## src/hdl/stsc_pkg.sv

```systemverilog
// ----------------------------------------------------------------------------
// stsc_pkg
// Types and constants shared by the sequential turn-signal controller.
// ----------------------------------------------------------------------------
package stsc_pkg;

  typedef struct packed {
    logic left_button;
    logic right_button;
    logic brake_button;
  } in_t;

  typedef struct packed {
    logic [7:0] lamps;
    logic       flash_step;
  } out_t;

  // Configuration register indexes.
  localparam logic [1:0] REG_SWEEP_LAST    = 2'd0;
  localparam logic [1:0] REG_HAZARD_HALF   = 2'd1;
  localparam logic [1:0] REG_FLASH_DIVIDER = 2'd2;

  // Configuration reset values.
  localparam logic [1:0] SWEEP_LAST_RESET    = 2'd3;
  localparam logic [3:0] HAZARD_HALF_RESET   = 4'd4;
  localparam logic [3:0] FLASH_DIVIDER_RESET = 4'd4;

  localparam logic [7:0] LEFT_NIBBLE  = 8'b1111_0000;
  localparam logic [7:0] RIGHT_NIBBLE = 8'b0000_1111;
  localparam logic [7:0] ALL_LAMPS    = 8'hFF;

endpackage

```

## src/hdl/sequential_turn_signal_controller.sv

```systemverilog
// ----------------------------------------------------------------------------
// sequential_turn_signal_controller
// Latches turn, hazard and brake modes from button levels and drives the
// eight tail lamps with outward sweeps, hazard blinking or solid brake light.
// ----------------------------------------------------------------------------
// Usage:
//   in channel  (in_valid/in_ready/in_data): one word per tick with the left,
//     right and brake button levels.
//   out channel (out_valid/out_ready/out_data): one word per input word with
//     the lamp byte after that tick and a flag marking a lamp update step.
//   cfg channel (cfg_valid/cfg_ready/cfg_index/cfg_data): register writes,
//     always ready; write only while no word is in flight.
//   The result is valid in the cycle after input acceptance. One word is
//   taken every cycle while the receiver keeps up; the single result register
//   sets that figure, and the input is ready whenever that register is empty
//   or is being drained. When the receiver stalls, the result holds and the
//   input stalls with it. Reset clears all modes, counters and lamps, empties
//   the result register and loads the register defaults (last position 3,
//   half period 4, divider 4).
// ----------------------------------------------------------------------------
module sequential_turn_signal_controller (
  input  logic          clk,
  input  logic          rst,
  input  logic          in_valid,
  output logic          in_ready,
  input  stsc_pkg::in_t in_data,
  output logic          out_valid,
  input  logic          out_ready,
  output stsc_pkg::out_t out_data,
  input  logic          cfg_valid,
  output logic          cfg_ready,
  input  logic [1:0]    cfg_index,
  input  logic [3:0]    cfg_data
);

  logic [1:0] sweep_last;
  logic [3:0] hazard_half;
  logic [3:0] flash_divider;

  logic [7:0] lamp_reg,      lamp_reg_next;
  logic [1:0] left_pos,      left_pos_next;
  logic [1:0] right_pos,     right_pos_next;
  logic [3:0] hazard_count,  hazard_count_next;
  logic       hazard_phase,  hazard_phase_next;
  logic       hazard_mode,   hazard_mode_next;
  logic       left_latched,  left_latched_next;
  logic       right_latched, right_latched_next;
  logic       brake_latched, brake_latched_next;
  logic       left_held,     left_held_next;
  logic       right_held,    right_held_next;
  logic       brake_held,    brake_held_next;
  logic [3:0] tick_count,    tick_count_next;
  logic       step;
  logic [4:0] tick_inc;
  logic       accept;

  assign cfg_ready = 1'b1;
  assign in_ready  = !out_valid || out_ready;
  assign accept    = in_valid && in_ready;
  assign tick_inc  = {1'b0, tick_count} + 5'd1;
  assign step      = tick_inc >= {1'b0, flash_divider};

  always_comb begin
    left_held_next     = left_held;
    right_held_next    = right_held;
    brake_held_next    = brake_held;
    hazard_mode_next   = hazard_mode;
    left_latched_next  = left_latched;
    right_latched_next = right_latched;
    brake_latched_next = brake_latched;

    // Button handling; left and right high together on a tick toggle hazard mode.
    if ((!left_held || !right_held) && in_data.left_button && in_data.right_button) begin
      hazard_mode_next = !hazard_mode;
      left_held_next   = 1'b1;
      right_held_next  = 1'b1;
      brake_held_next  = 1'b0;
    end else if (!hazard_mode) begin
      if (left_held && !in_data.left_button) begin
        left_held_next = 1'b0;
      end else if (!left_held && in_data.left_button) begin
        left_latched_next  = !left_latched;
        left_held_next     = 1'b1;
        right_latched_next = 1'b0;
      end
      if (right_held && !in_data.right_button) begin
        right_held_next = 1'b0;
      end else if (!right_held && in_data.right_button) begin
        right_latched_next = !right_latched_next;
        right_held_next    = 1'b1;
        left_latched_next  = 1'b0;
      end
      if (brake_held && !in_data.brake_button) begin
        brake_held_next = 1'b0;
      end else if (!brake_held && in_data.brake_button) begin
        brake_latched_next = !brake_latched;
        brake_held_next    = 1'b1;
      end
    end else begin
      if (left_held && !in_data.left_button) begin
        left_held_next = 1'b0;
      end
      if (right_held && !in_data.right_button) begin
        right_held_next = 1'b0;
      end
    end

    lamp_reg_next     = lamp_reg;
    left_pos_next     = left_pos;
    right_pos_next    = right_pos;
    hazard_count_next = hazard_count;
    hazard_phase_next = hazard_phase;
    tick_count_next   = tick_inc[3:0];

    if (step) begin
      tick_count_next = 4'd0;
      if (hazard_mode_next) begin
        lamp_reg_next = hazard_phase ? stsc_pkg::ALL_LAMPS : 8'h00;
        if (hazard_count < hazard_half) begin
          hazard_count_next = hazard_count + 4'd1;
        end else begin
          hazard_count_next = 4'd0;
          hazard_phase_next = !hazard_phase;
        end
      end else begin
        if (right_latched_next || right_pos != 2'd0) begin
          lamp_reg_next[3:0] = 4'b1000 >> right_pos;
          right_pos_next     = (right_pos < sweep_last) ? right_pos + 2'd1 : 2'd0;
        end else begin
          right_pos_next     = 2'd0;
          lamp_reg_next[3:0] = brake_latched_next ? stsc_pkg::RIGHT_NIBBLE[3:0] : 4'h0;
        end
        if (left_latched_next || left_pos != 2'd0) begin
          lamp_reg_next[7:4] = 4'b0001 << left_pos;
          left_pos_next      = (left_pos < sweep_last) ? left_pos + 2'd1 : 2'd0;
        end else begin
          left_pos_next      = 2'd0;
          lamp_reg_next[7:4] = brake_latched_next ? stsc_pkg::LEFT_NIBBLE[7:4] : 4'h0;
        end
      end
    end
  end

  always_ff @(posedge clk) begin
    if (rst) begin
      sweep_last    <= stsc_pkg::SWEEP_LAST_RESET;
      hazard_half   <= stsc_pkg::HAZARD_HALF_RESET;
      flash_divider <= stsc_pkg::FLASH_DIVIDER_RESET;
    end else if (cfg_valid && cfg_ready) begin
      case (cfg_index)
        stsc_pkg::REG_SWEEP_LAST:    sweep_last    <= cfg_data[1:0];
        stsc_pkg::REG_HAZARD_HALF:   hazard_half   <= cfg_data;
        stsc_pkg::REG_FLASH_DIVIDER: flash_divider <= cfg_data;
        default: ;
      endcase
    end
  end

  always_ff @(posedge clk) begin
    if (rst) begin
      lamp_reg      <= 8'h00;
      left_pos      <= 2'd0;
      right_pos     <= 2'd0;
      hazard_count  <= 4'd0;
      hazard_phase  <= 1'b0;
      hazard_mode   <= 1'b0;
      left_latched  <= 1'b0;
      right_latched <= 1'b0;
      brake_latched <= 1'b0;
      left_held     <= 1'b0;
      right_held    <= 1'b0;
      brake_held    <= 1'b0;
      tick_count    <= 4'd0;
    end else if (accept) begin
      lamp_reg      <= lamp_reg_next;
      left_pos      <= left_pos_next;
      right_pos     <= right_pos_next;
      hazard_count  <= hazard_count_next;
      hazard_phase  <= hazard_phase_next;
      hazard_mode   <= hazard_mode_next;
      left_latched  <= left_latched_next;
      right_latched <= right_latched_next;
      brake_latched <= brake_latched_next;
      left_held     <= left_held_next;
      right_held    <= right_held_next;
      brake_held    <= brake_held_next;
      tick_count    <= tick_count_next;
    end
  end

  always_ff @(posedge clk) begin
    if (rst) begin
      out_valid <= 1'b0;
    end else if (accept) begin
      out_valid <= 1'b1;
    end else if (out_ready) begin
      out_valid <= 1'b0;
    end
  end

  always_ff @(posedge clk) begin
    if (accept) begin
      out_data.lamps      <= lamp_reg_next;
      out_data.flash_step <= step;
    end
  end

endmodule
```

## config.mk

```make
export PLATFORM = sky130hd
export DESIGN_NAME = sequential_turn_signal_controller
export DESIGN_NICKNAME = d
export VERILOG_FILES = /design/src/hdl/stsc_pkg.sv /design/src/hdl/sequential_turn_signal_controller.sv
export SDC_FILE = /design/constraint.sdc
export NUM_CORES = 1
export LEC_CHECK = 0
export ABC_AREA = 0
export BUFFER_PORTS_ARGS = -buffer_cell sky130_fd_sc_hd__buf_2
export CAP_MARGIN = 20
export CELL_PAD_IN_SITES_DETAIL_PLACEMENT = 1
export CELL_PAD_IN_SITES_GLOBAL_PLACEMENT = 1
export CORE_MARGIN = 2
export CORE_UTILIZATION = 48
export CTS_CLUSTER_DIAMETER = 80
export DETAILED_ROUTE_END_ITERATION = 8
export HOLD_SLACK_MARGIN = 0.08
export PLACE_DENSITY_LB_ADDON = 0.3
export RECOVER_POWER = 25
export SYNTH_ARGS = -nofsm -noshare
export SYNTH_HDL_FRONTEND = slang
export SYNTH_SLANG_ARGS = --single-unit
```

## constraint.sdc

```tcl
create_clock -name clk -period 6.3 [get_ports clk]
set_clock_uncertainty 0.2 [all_clocks]
set_input_delay 1.26 -clock clk [delete_from_list [all_inputs] [get_ports clk]]
set_output_delay 1.26 -clock clk [all_outputs]
set_load 0.005 [all_outputs]
```

Word level (Yosys, flattened, before mapping)
Cells that the tools add are included.

Input bits: 14. Output and inout port bits: 12. Bits in registers: 48. Word-level logic and storage cells: 124.

Mux-type cells: 47. Add/subtract/negate cells: 4. Eq/ne operators: 5. $lt $le $gt $ge: 4. Shift operators: 2. Reductions and logical operators: 41. Bitwise operators: 2.

Operator list (number): 1-bit two-way mux (35); 8-bit two-way mux (3); 4-bit two-way mux (5); 3-bit AND reduction (5); 1-bit zero test (12); 1-bit logical AND (9); 3-bit nonzero test (3); 2-bit two-way mux (4); 3-bit by 1-bit != test with 1-bit output, second input constant (2); 2-bit AND reduction (3); 2-bit nonzero test (3); 4-bit by 1-bit adder with 5-bit output, second input constant (1); 5-bit by 4-bit >= comparator with 1-bit output (1); 2-bit by 1-bit adder with 2-bit output, second input constant (2); 4-bit by 1-bit adder with 4-bit output, second input constant (1); 1-bit logical OR (4); 2-bit < comparator (2); 4-bit < comparator (1); 4-bit AND reduction (1); 1-bit by 2-bit left shift with 4-bit output, first input constant (1); 4-bit by 2-bit >> shifter with 4-bit output, first input constant (1); 2-bit by 1-bit equality test with 1-bit output, second input constant (1); 2-bit equality test, second input constant (1); 2-bit zero test (1); other kinds (2) (3).

Logic depth before layout (Yosys ltp)
Gate-level depths: netlist of the first run.

Word-level depth: 15. Depth in mapped cells: 11. Mapped depth without buffers: 9.

Worst setup path before layout of the first run
Ideal clock, no wire load.

Path type: input to register. Start: in in_data[1] (netlist name). End: reg lamp_reg[0]. Arrival time: 2.833 ns. Stages on the path: 7. Library setup time: 0.152 ns. Slack: 3.115 ns. Data required time: 5.948 ns. Path buffers: 2. Path through: buf_2 nand3_1 ha_1 clkbuf_2 inv_1 a211oi_1 a311oi_1.

Cells in the longest elaborated chain, start to end: 9. Elaborated cells between the ends (all ways): 15. Those cells by class: mux (10); reduce/logical (5).

RTL lines: start, declared (line sequential_turn_signal_controller.sv:26) `input stsc_pkg::in_t in_data,`; 1-bit logical AND / 1-bit zero test (equally long branches) (line sequential_turn_signal_controller.sv:88, sequential_turn_signal_controller.sv:86); 1-bit two-way mux / 1-bit logical AND (equally long branches) (line sequential_turn_signal_controller.sv:88, sequential_turn_signal_controller.sv:86); 1-bit two-way mux (line sequential_turn_signal_controller.sv:86) `if (right_held && !in_data.right_button) begin`; 1-bit two-way mux (line sequential_turn_signal_controller.sv:78) `end else if (!hazard_mode) begin`; 1-bit two-way mux (line sequential_turn_signal_controller.sv:73) `if ((!left_held || !right_held) && in_data.left_button && in_data.right_button) begin`; 1-bit logical OR (line sequential_turn_signal_controller.sv:126) `if (right_latched_next || right_pos != 2'd0) begin`; 4-bit two-way mux (line sequential_turn_signal_controller.sv:126); 8-bit two-way mux * (line sequential_turn_signal_controller.sv:117) `if (hazard_mode_next) begin`; 8-bit two-way mux * (line sequential_turn_signal_controller.sv:115) `if (step) begin`; end signal, assigned (line sequential_turn_signal_controller.sv:175) `lamp_reg <= lamp_reg_next;`; end, declared (line sequential_turn_signal_controller.sv:40) `logic [7:0] lamp_reg, lamp_reg_next;`.

Mark *: on every way between the ends. The rest lies on a longest branch, timed or not. A chain may end at the register's enable or synchronous reset.

Final worst setup path of the first run
Start: in out_ready. End: reg left_pos[0].

Cells in the longest elaborated chain, start to end: 3.

RTL lines: start, declared (line sequential_turn_signal_controller.sv:28) `input logic out_ready,`; 1-bit logical OR (line sequential_turn_signal_controller.sv:58) `assign in_ready = !out_valid || out_ready;`; 1-bit logical AND (line sequential_turn_signal_controller.sv:59) `assign accept = in_valid && in_ready;`; 3-bit AND reduction (no source line); end signal, assigned (line sequential_turn_signal_controller.sv:176) `left_pos <= left_pos_next;`; end, declared (line sequential_turn_signal_controller.sv:41) `logic [1:0] left_pos, left_pos_next;`.

Every way passes these cells.

==> results of run 1 <==
==> cell usage after synthesis, drive strengths merged, types with 2 or more instances <==
library cell | instances | area [um^2]
a211oi | 5 | 37.54
inv | 18 | 67.56
edfxtp | 9 | 270.3
a21o | 2 | 15.01
buf | 6 | 37.53
ha | 20 | 250.2
o21a | 2 | 15.01
nor3b | 5 | 42.54
nor4 | 2 | 12.51
a21oi | 32 | 160.2
nand3b | 3 | 22.52
or3b | 2 | 20.02
nor2b | 3 | 18.77
nor2 | 25 | 93.84
a31oi | 7 | 58.81
mux2i | 8 | 80.08
nor3 | 6 | 30.03
a211o | 2 | 17.52
or3 | 2 | 12.51
o21ai | 8 | 40.03
nand3 | 9 | 45.04
dfxtp | 39 | 780.8
a32o | 2 | 20.02
xor2 | 3 | 33.79
nand2 | 21 | 78.83
a311oi | 6 | 52.55
o32ai | 2 | 17.52
nor4b | 2 | 30.03
clkbuf | 8 | 31.28
nand2b | 9 | 56.30
o211ai | 4 | 40.03
==> where the power goes <==
group          switching, mW  internal [mW]  total [mW]  leakage, nW
logic                 0.0631         0.0362      0.0993        0.667
clock network          0.106          0.118       0.224       0.0552
registers            0.00974          0.329       0.339        0.408
==> metal layers <==
metal	vias to the layer above	part of all wire	GRT usage
met3	6	0.035	0.04651
met5	-	0	0
met2	36	0.47	0.3474
met1	1037	0.48	0.2825
met4	0	0.014	0.07857
li1	1067	-	-
==> worst max-delay path, delay by kind of cell <==
family / cells / cell delay [ps]
AO/OA/AOI/OAI: 1 / 620
buffers and inverters: 2 / 900
multiplexers: 1 / 170
AND/OR/NAND/NOR: 3 / 640
==> worst paths after layout <==
path            startpoint           to  slack, ps
max              out_ready  left_pos[0]       2640
min             brake_held   brake_held        300
max reg2reg  tick_count[0]  lamp_reg[1]       2980
min reg2reg     brake_held   brake_held        300
==> cell type report <==
type / instances / area share
inverters: 19 / 0.02509
multi-input cells: 205 / 0.4956
clock inverters: 2 / 0.01232
well taps: 70 / 0.03081
clock buffers: 6 / 0.02553
flip-flops and latches: 48 / 0.3697
repair buffers: 24 / 0.04093
==> logic make-up after synthesis <==
kind of cell    after synthesis
buf+inv                      33
other cells                   1
xor+xnor                      4
compound gates               76
flops                        48
fa+ha+maj                    20
simple gates                 96
mux                           8
==> results.cfg, run 1 <==
[timing]
fin_crit_ps = 3660
worst_slack_ps = 2640
worst_slew_pin_slew_ps = 1829
max_freq_mhz = 273.2
relSlewSlack = -0.2192
fin_crit_sh = 0.5809
fin_tns_setup_ps = 0
hold_violations = 0
slew_viol_final = 43
finalSetupViolCount = 0
rsz0062_at_grt = no
holdWs_ps = 298.2

[grt]
grt_overflow = 0
grt_pass1_wl_mm = 10.34
grt_start_max_net_pins = 43
grt_use_total = 0.2151
antenna_found_initial = 0
first_global_vias = 2154

[floorplan]
std_cell_rows = 26
core_area_um2 = 5172
dieArea_um2 = 6021
initial_utilization = 0.5027
die_h_um = 77.60
ios = 26
die_w_um = 77.60

[synthesis]
synth_edf_count = 9
ys_warn_count = 0
synth_simple_gate_area_frac = 0.2012
synth_fa_ha_area_frac = 0.09625
ys_ff_latch = 48
synth_compound_area_frac = 0.1959
synth_cell_type_count = 56
synth.avg_cell_area_um2 = 9.091
ys_seq_area_frac = 0.4042
postSynthCellCount = 286
syn-num-nets = 320
ys.flop_type = dfxtp_1
synth_top_family_by_area = simple AND/OR/NAND/NOR gates
synthArstFlopShare = 0
synth_xor_area_frac = 0.01636
synthMuxAreaShare = 0.03080
synthesis.area_um2 = 2600

[place]
numPortBuffers = 24
dp_slack_ps = 2354
place_area_um2 = 2739
gp_congestion = 0.7673
place_inst = 366
dp_hpwl_mm = 4.366

[critical_path]
crit_required_ps = 6240
path_cells = buf_2, nand2b_1, nand2_1, clkinv_1, a32o_1, mux2i_1, nor2_1
crit_path_top_delay_cell = clkinv_1
critPathMaxStageDelay_ps = 810
reg2reg_depth = 8
crit_path_end_kind = flop
worstSetupPathType = in2reg
cp.arrival_ps = 3600
cp_max_fo = 26
crit_path_start_kind = input port

[finish]
fillers = 626
syn_to_final_growth_pct = 9.336
fin_nets = 337
seqCellArea_um2 = 1051
final_core_util = 0.5496
final_cell_mix = dfxtp_1 (39), a21oi_1 (32), nor2_1 (25)
instances_no_fill = 374
largest_reg_flops = 9
antenna_cells = 0
stdcell_area_um2 = 2843
multi_input_area_um2 = 1409
drive_gt1_frac = 0.1250
final_common_cell = dfxtp_1

[clock_tree]
numCtsBuffers = 5
clockBufferDepth = 2
ctsHoldBuffers = 0
clk-insertion-delay-late_ps = 310
clockRootBuffer = clkbuf_8
ctsResizeCount = 0
cts_max_level = 2
cts_tree = yes
post-cts-setup-buffer-count = 0
cts.sinks = 48
path_clk_slew_ps = 90

[outcome]
status = finished, violations left
violations = max-capacitance violations, max-slew violations

[worst_hold_path]
hp-class = reg2reg
holdPathStages = 2

[job]
maxCapViolations = 1

[pwr]
powerDensity_nw_per_um2 = 232.7
ir_drop_uv = 173.8
power_uw = 661.4
p_leak_nw = 1.130

[detailed_routing]
dr.pass1.iters = 4
drc = 0
route.vias.total = 2146
wl_mm = 6.037
viasPerCell = 5.738
wire_per_inst_um = 16.14
ant_nets = 0
drt_iter0_drc = 96
Power figures use the tool's default switching activity.
==> run 2: changes to the inputs <==
--- a/config.mk
+++ b/config.mk
@@ -11,7 +11,7 @@
 export CELL_PAD_IN_SITES_DETAIL_PLACEMENT = 1
 export CELL_PAD_IN_SITES_GLOBAL_PLACEMENT = 1
 export CORE_MARGIN = 2
-export CORE_UTILIZATION = 48
+export CORE_UTILIZATION = 41
 export CTS_CLUSTER_DIAMETER = 80
 export DETAILED_ROUTE_END_ITERATION = 8
 export HOLD_SLACK_MARGIN = 0.08
==> constraint.sdc (replaced) <==
create_clock -name clk -period 3 [get_ports clk]
set_clock_uncertainty 0.2 [all_clocks]
set_input_delay 0.6 -clock clk [delete_from_list [all_inputs] [get_ports clk]]
set_output_delay 0.6 -clock clk [all_outputs]
set_load 0.005 [all_outputs]
==> run 2 against run 1 <==
Against the previous run: the run now ends clean; routed wire length down 1.8%; sequential share of layout area shrank 0.80 points; power rose by 110%; final cell count increased by 3.5%; sequential power up 110%; first-iteration DRC count decreased by 20%; critical path type is now reg2reg; highest routed layer unchanged.
==> results.cfg, run 2 (same netlist as run 1, synthesis figures left out) <==
[outcome]
status = finished clean

[timing]
slew_viol_final = 0
fin_crit_sh = 0.8742
max_freq_mhz = 381.3
fin_tns_setup_ps = 0
worst_slew_pin_slew_ps = 1187
fin_crit_ps = 2623
finalSetupViolCount = 0
rsz0062_at_grt = no
hold_violations = 0
relSlewSlack = 0.2085

[pwr]
seqPwrFrac = 0.506
p_sw_uw = 381.6
power_mw = 1.403
p_int_mw = 1.021
powerDensity_nw_per_um2 = 482.8
pwr-share-clk = 0.340
p_leak_nw = 1.160
swShare = 0.2720
ir_drop_uv = 267.9
power_frac_comb = 0.154

[detailed_routing]
viasPerCell = 5.478
drt_iter0_drc = 77
wire_per_inst_um = 15.32
dr.pass1.iters = 4
drc = 0
route.vias.total = 2120
ant_nets = 0
wl_mm = 5.927

[clock_tree]
numCtsBuffers = 5
cts.sinks = 48
path_clk_slew_ps = 100
cts_max_level = 2
clk-insertion-delay-late_ps = 300
cts_tree = yes
ctsHoldBuffers = 0
ctsResizeCount = 0
clockRootBuffer = clkbuf_8
post-cts-setup-buffer-count = 0
clockBufferDepth = 2

[grt]
grt_start_max_net_pins = 29
grt_use_total = 0.1760
first_global_vias = 2049
grt_pass1_wl_mm = 10.05
grt_overflow = 0
antenna_found_initial = 0

[floorplan]
dieArea_um2 = 6995
std_cell_rows = 29
die_h_um = 83.64
ios = 26
die_w_um = 83.64
initial_utilization = 0.4166
core_area_um2 = 6241

[finish]
seqCellArea_um2 = 1051
instances_no_fill = 387
fin_nets = 343
multi_input_area_um2 = 1414
largest_reg_flops = 9
drive_gt1_frac = 0.1452
final_cell_mix = dfxtp_1 (39), a21oi_1 (32), nor2_1 (25)
antenna_cells = 0
final_common_cell = dfxtp_1
fillers = 765
final_core_util = 0.4655
syn_to_final_growth_pct = 11.74

[place]
numPortBuffers = 24
dp_hpwl_mm = 4.233
gp_congestion = 0.7758
place_inst = 379

[critical_path]
r2r_slack_ps = 380
cp_max_fo = 21
worstSetupPathType = reg2reg
reg2reg_depth = 10
crit_path_end_kind = flop
cp.arrival_ps = 2450
r2r-end = out_data[1]
crit_start = tick_count[0]
crit_required_ps = 2830
endpoint = out_data[1]
crit_path_start_kind = flop
reg2reg_from = tick_count[0]

[job]
maxCapViolations = 0

[worst_hold_path]
hp-class = reg2reg
==> run 2: changes by cell type in the layout (fill, tap and decap cells not counted) <==
cell      previous run  this run
a211oi_1             5         4
clkbuf_1             4         3
clkinv_2             1         0
buf_4                0         6
clkinv_1             1         2
a211oi_2             0         1
clkinv_4             0         1
==> run 2: routing by layer <==
metal  track usage  vias to the layer above  wire length, um
met2        0.2815                       32             2721
met1        0.2437                     1006             2976
met5             0                        -                0
li1              -                     1077                -
met3       0.03363                        5              167
met4       0.04839                        0               62
==> run 2: worst max-delay path: stages (launching register included) <==
cell	delay (ps)
dfxtp_1	400
ha_1	240
xor2_1	180
ha_1	260
a21oi_1	150
o21ai_1	110
a21oi_1	230
buf_4	220
inv_2	160
nor2_1	120
a31oi_1	60
==> run 2: worst min-delay path by stage <==
stage	cells past startpoint	slack [ps]	endpoint	startpoint
floorplan	2	250	tick_count[1]	tick_count[1]
global placement	2	260	tick_count[1]	tick_count[1]
detailed placement	2	280	tick_count[1]	tick_count[1]
CTS	2	290	tick_count[1]	tick_count[1]
global route	2	320	tick_count[3]	tick_count[3]
finish	2	290	brake_held	brake_held
==> run 2: through the flow <==
step | hold slack [ps] | setup slack, ps | cell area (um^2)
after floorplan | 249.2 | 475.1 | 2600
after global placement | 262.7 | 205.8 | 2793
after global routing | 315.8 | 211.2 | 2905
after detailed placement | 277.1 | 155.5 | 2793
after CTS | 290.8 | 139.8 | 2904
final | 288.4 | 377.5 | 2905
==> run 2: power groups by stage <==
| stage | Sequential (mW) | Clock, mW | Combinational (mW) |
|---|---|---|---|
| 2_1_floorplan | 0.722 | 0 | 0.150 |
| 3_3_place_gp | 0.724 | 0 | 0.210 |
| 5_1_grt | 0.714 | 0.515 | 0.240 |
| 6_report | 0.710 | 0.477 | 0.216 |
| 3_5_place_dp | 0.725 | 0 | 0.215 |
| 4_1_cts | 0.710 | 0.492 | 0.217 |
==> run 2: area by class of cell <==
cell class                      instances  area share
Clock buffer                            5     0.02369
Clock inverter                          3     0.01464
Inverter                               19     0.02455
Multi-Input combinational cell        205      0.4867
Sequential cell                        48      0.3618
Tap cell                               77     0.03316
Timing Repair Buffer                   30     0.05556
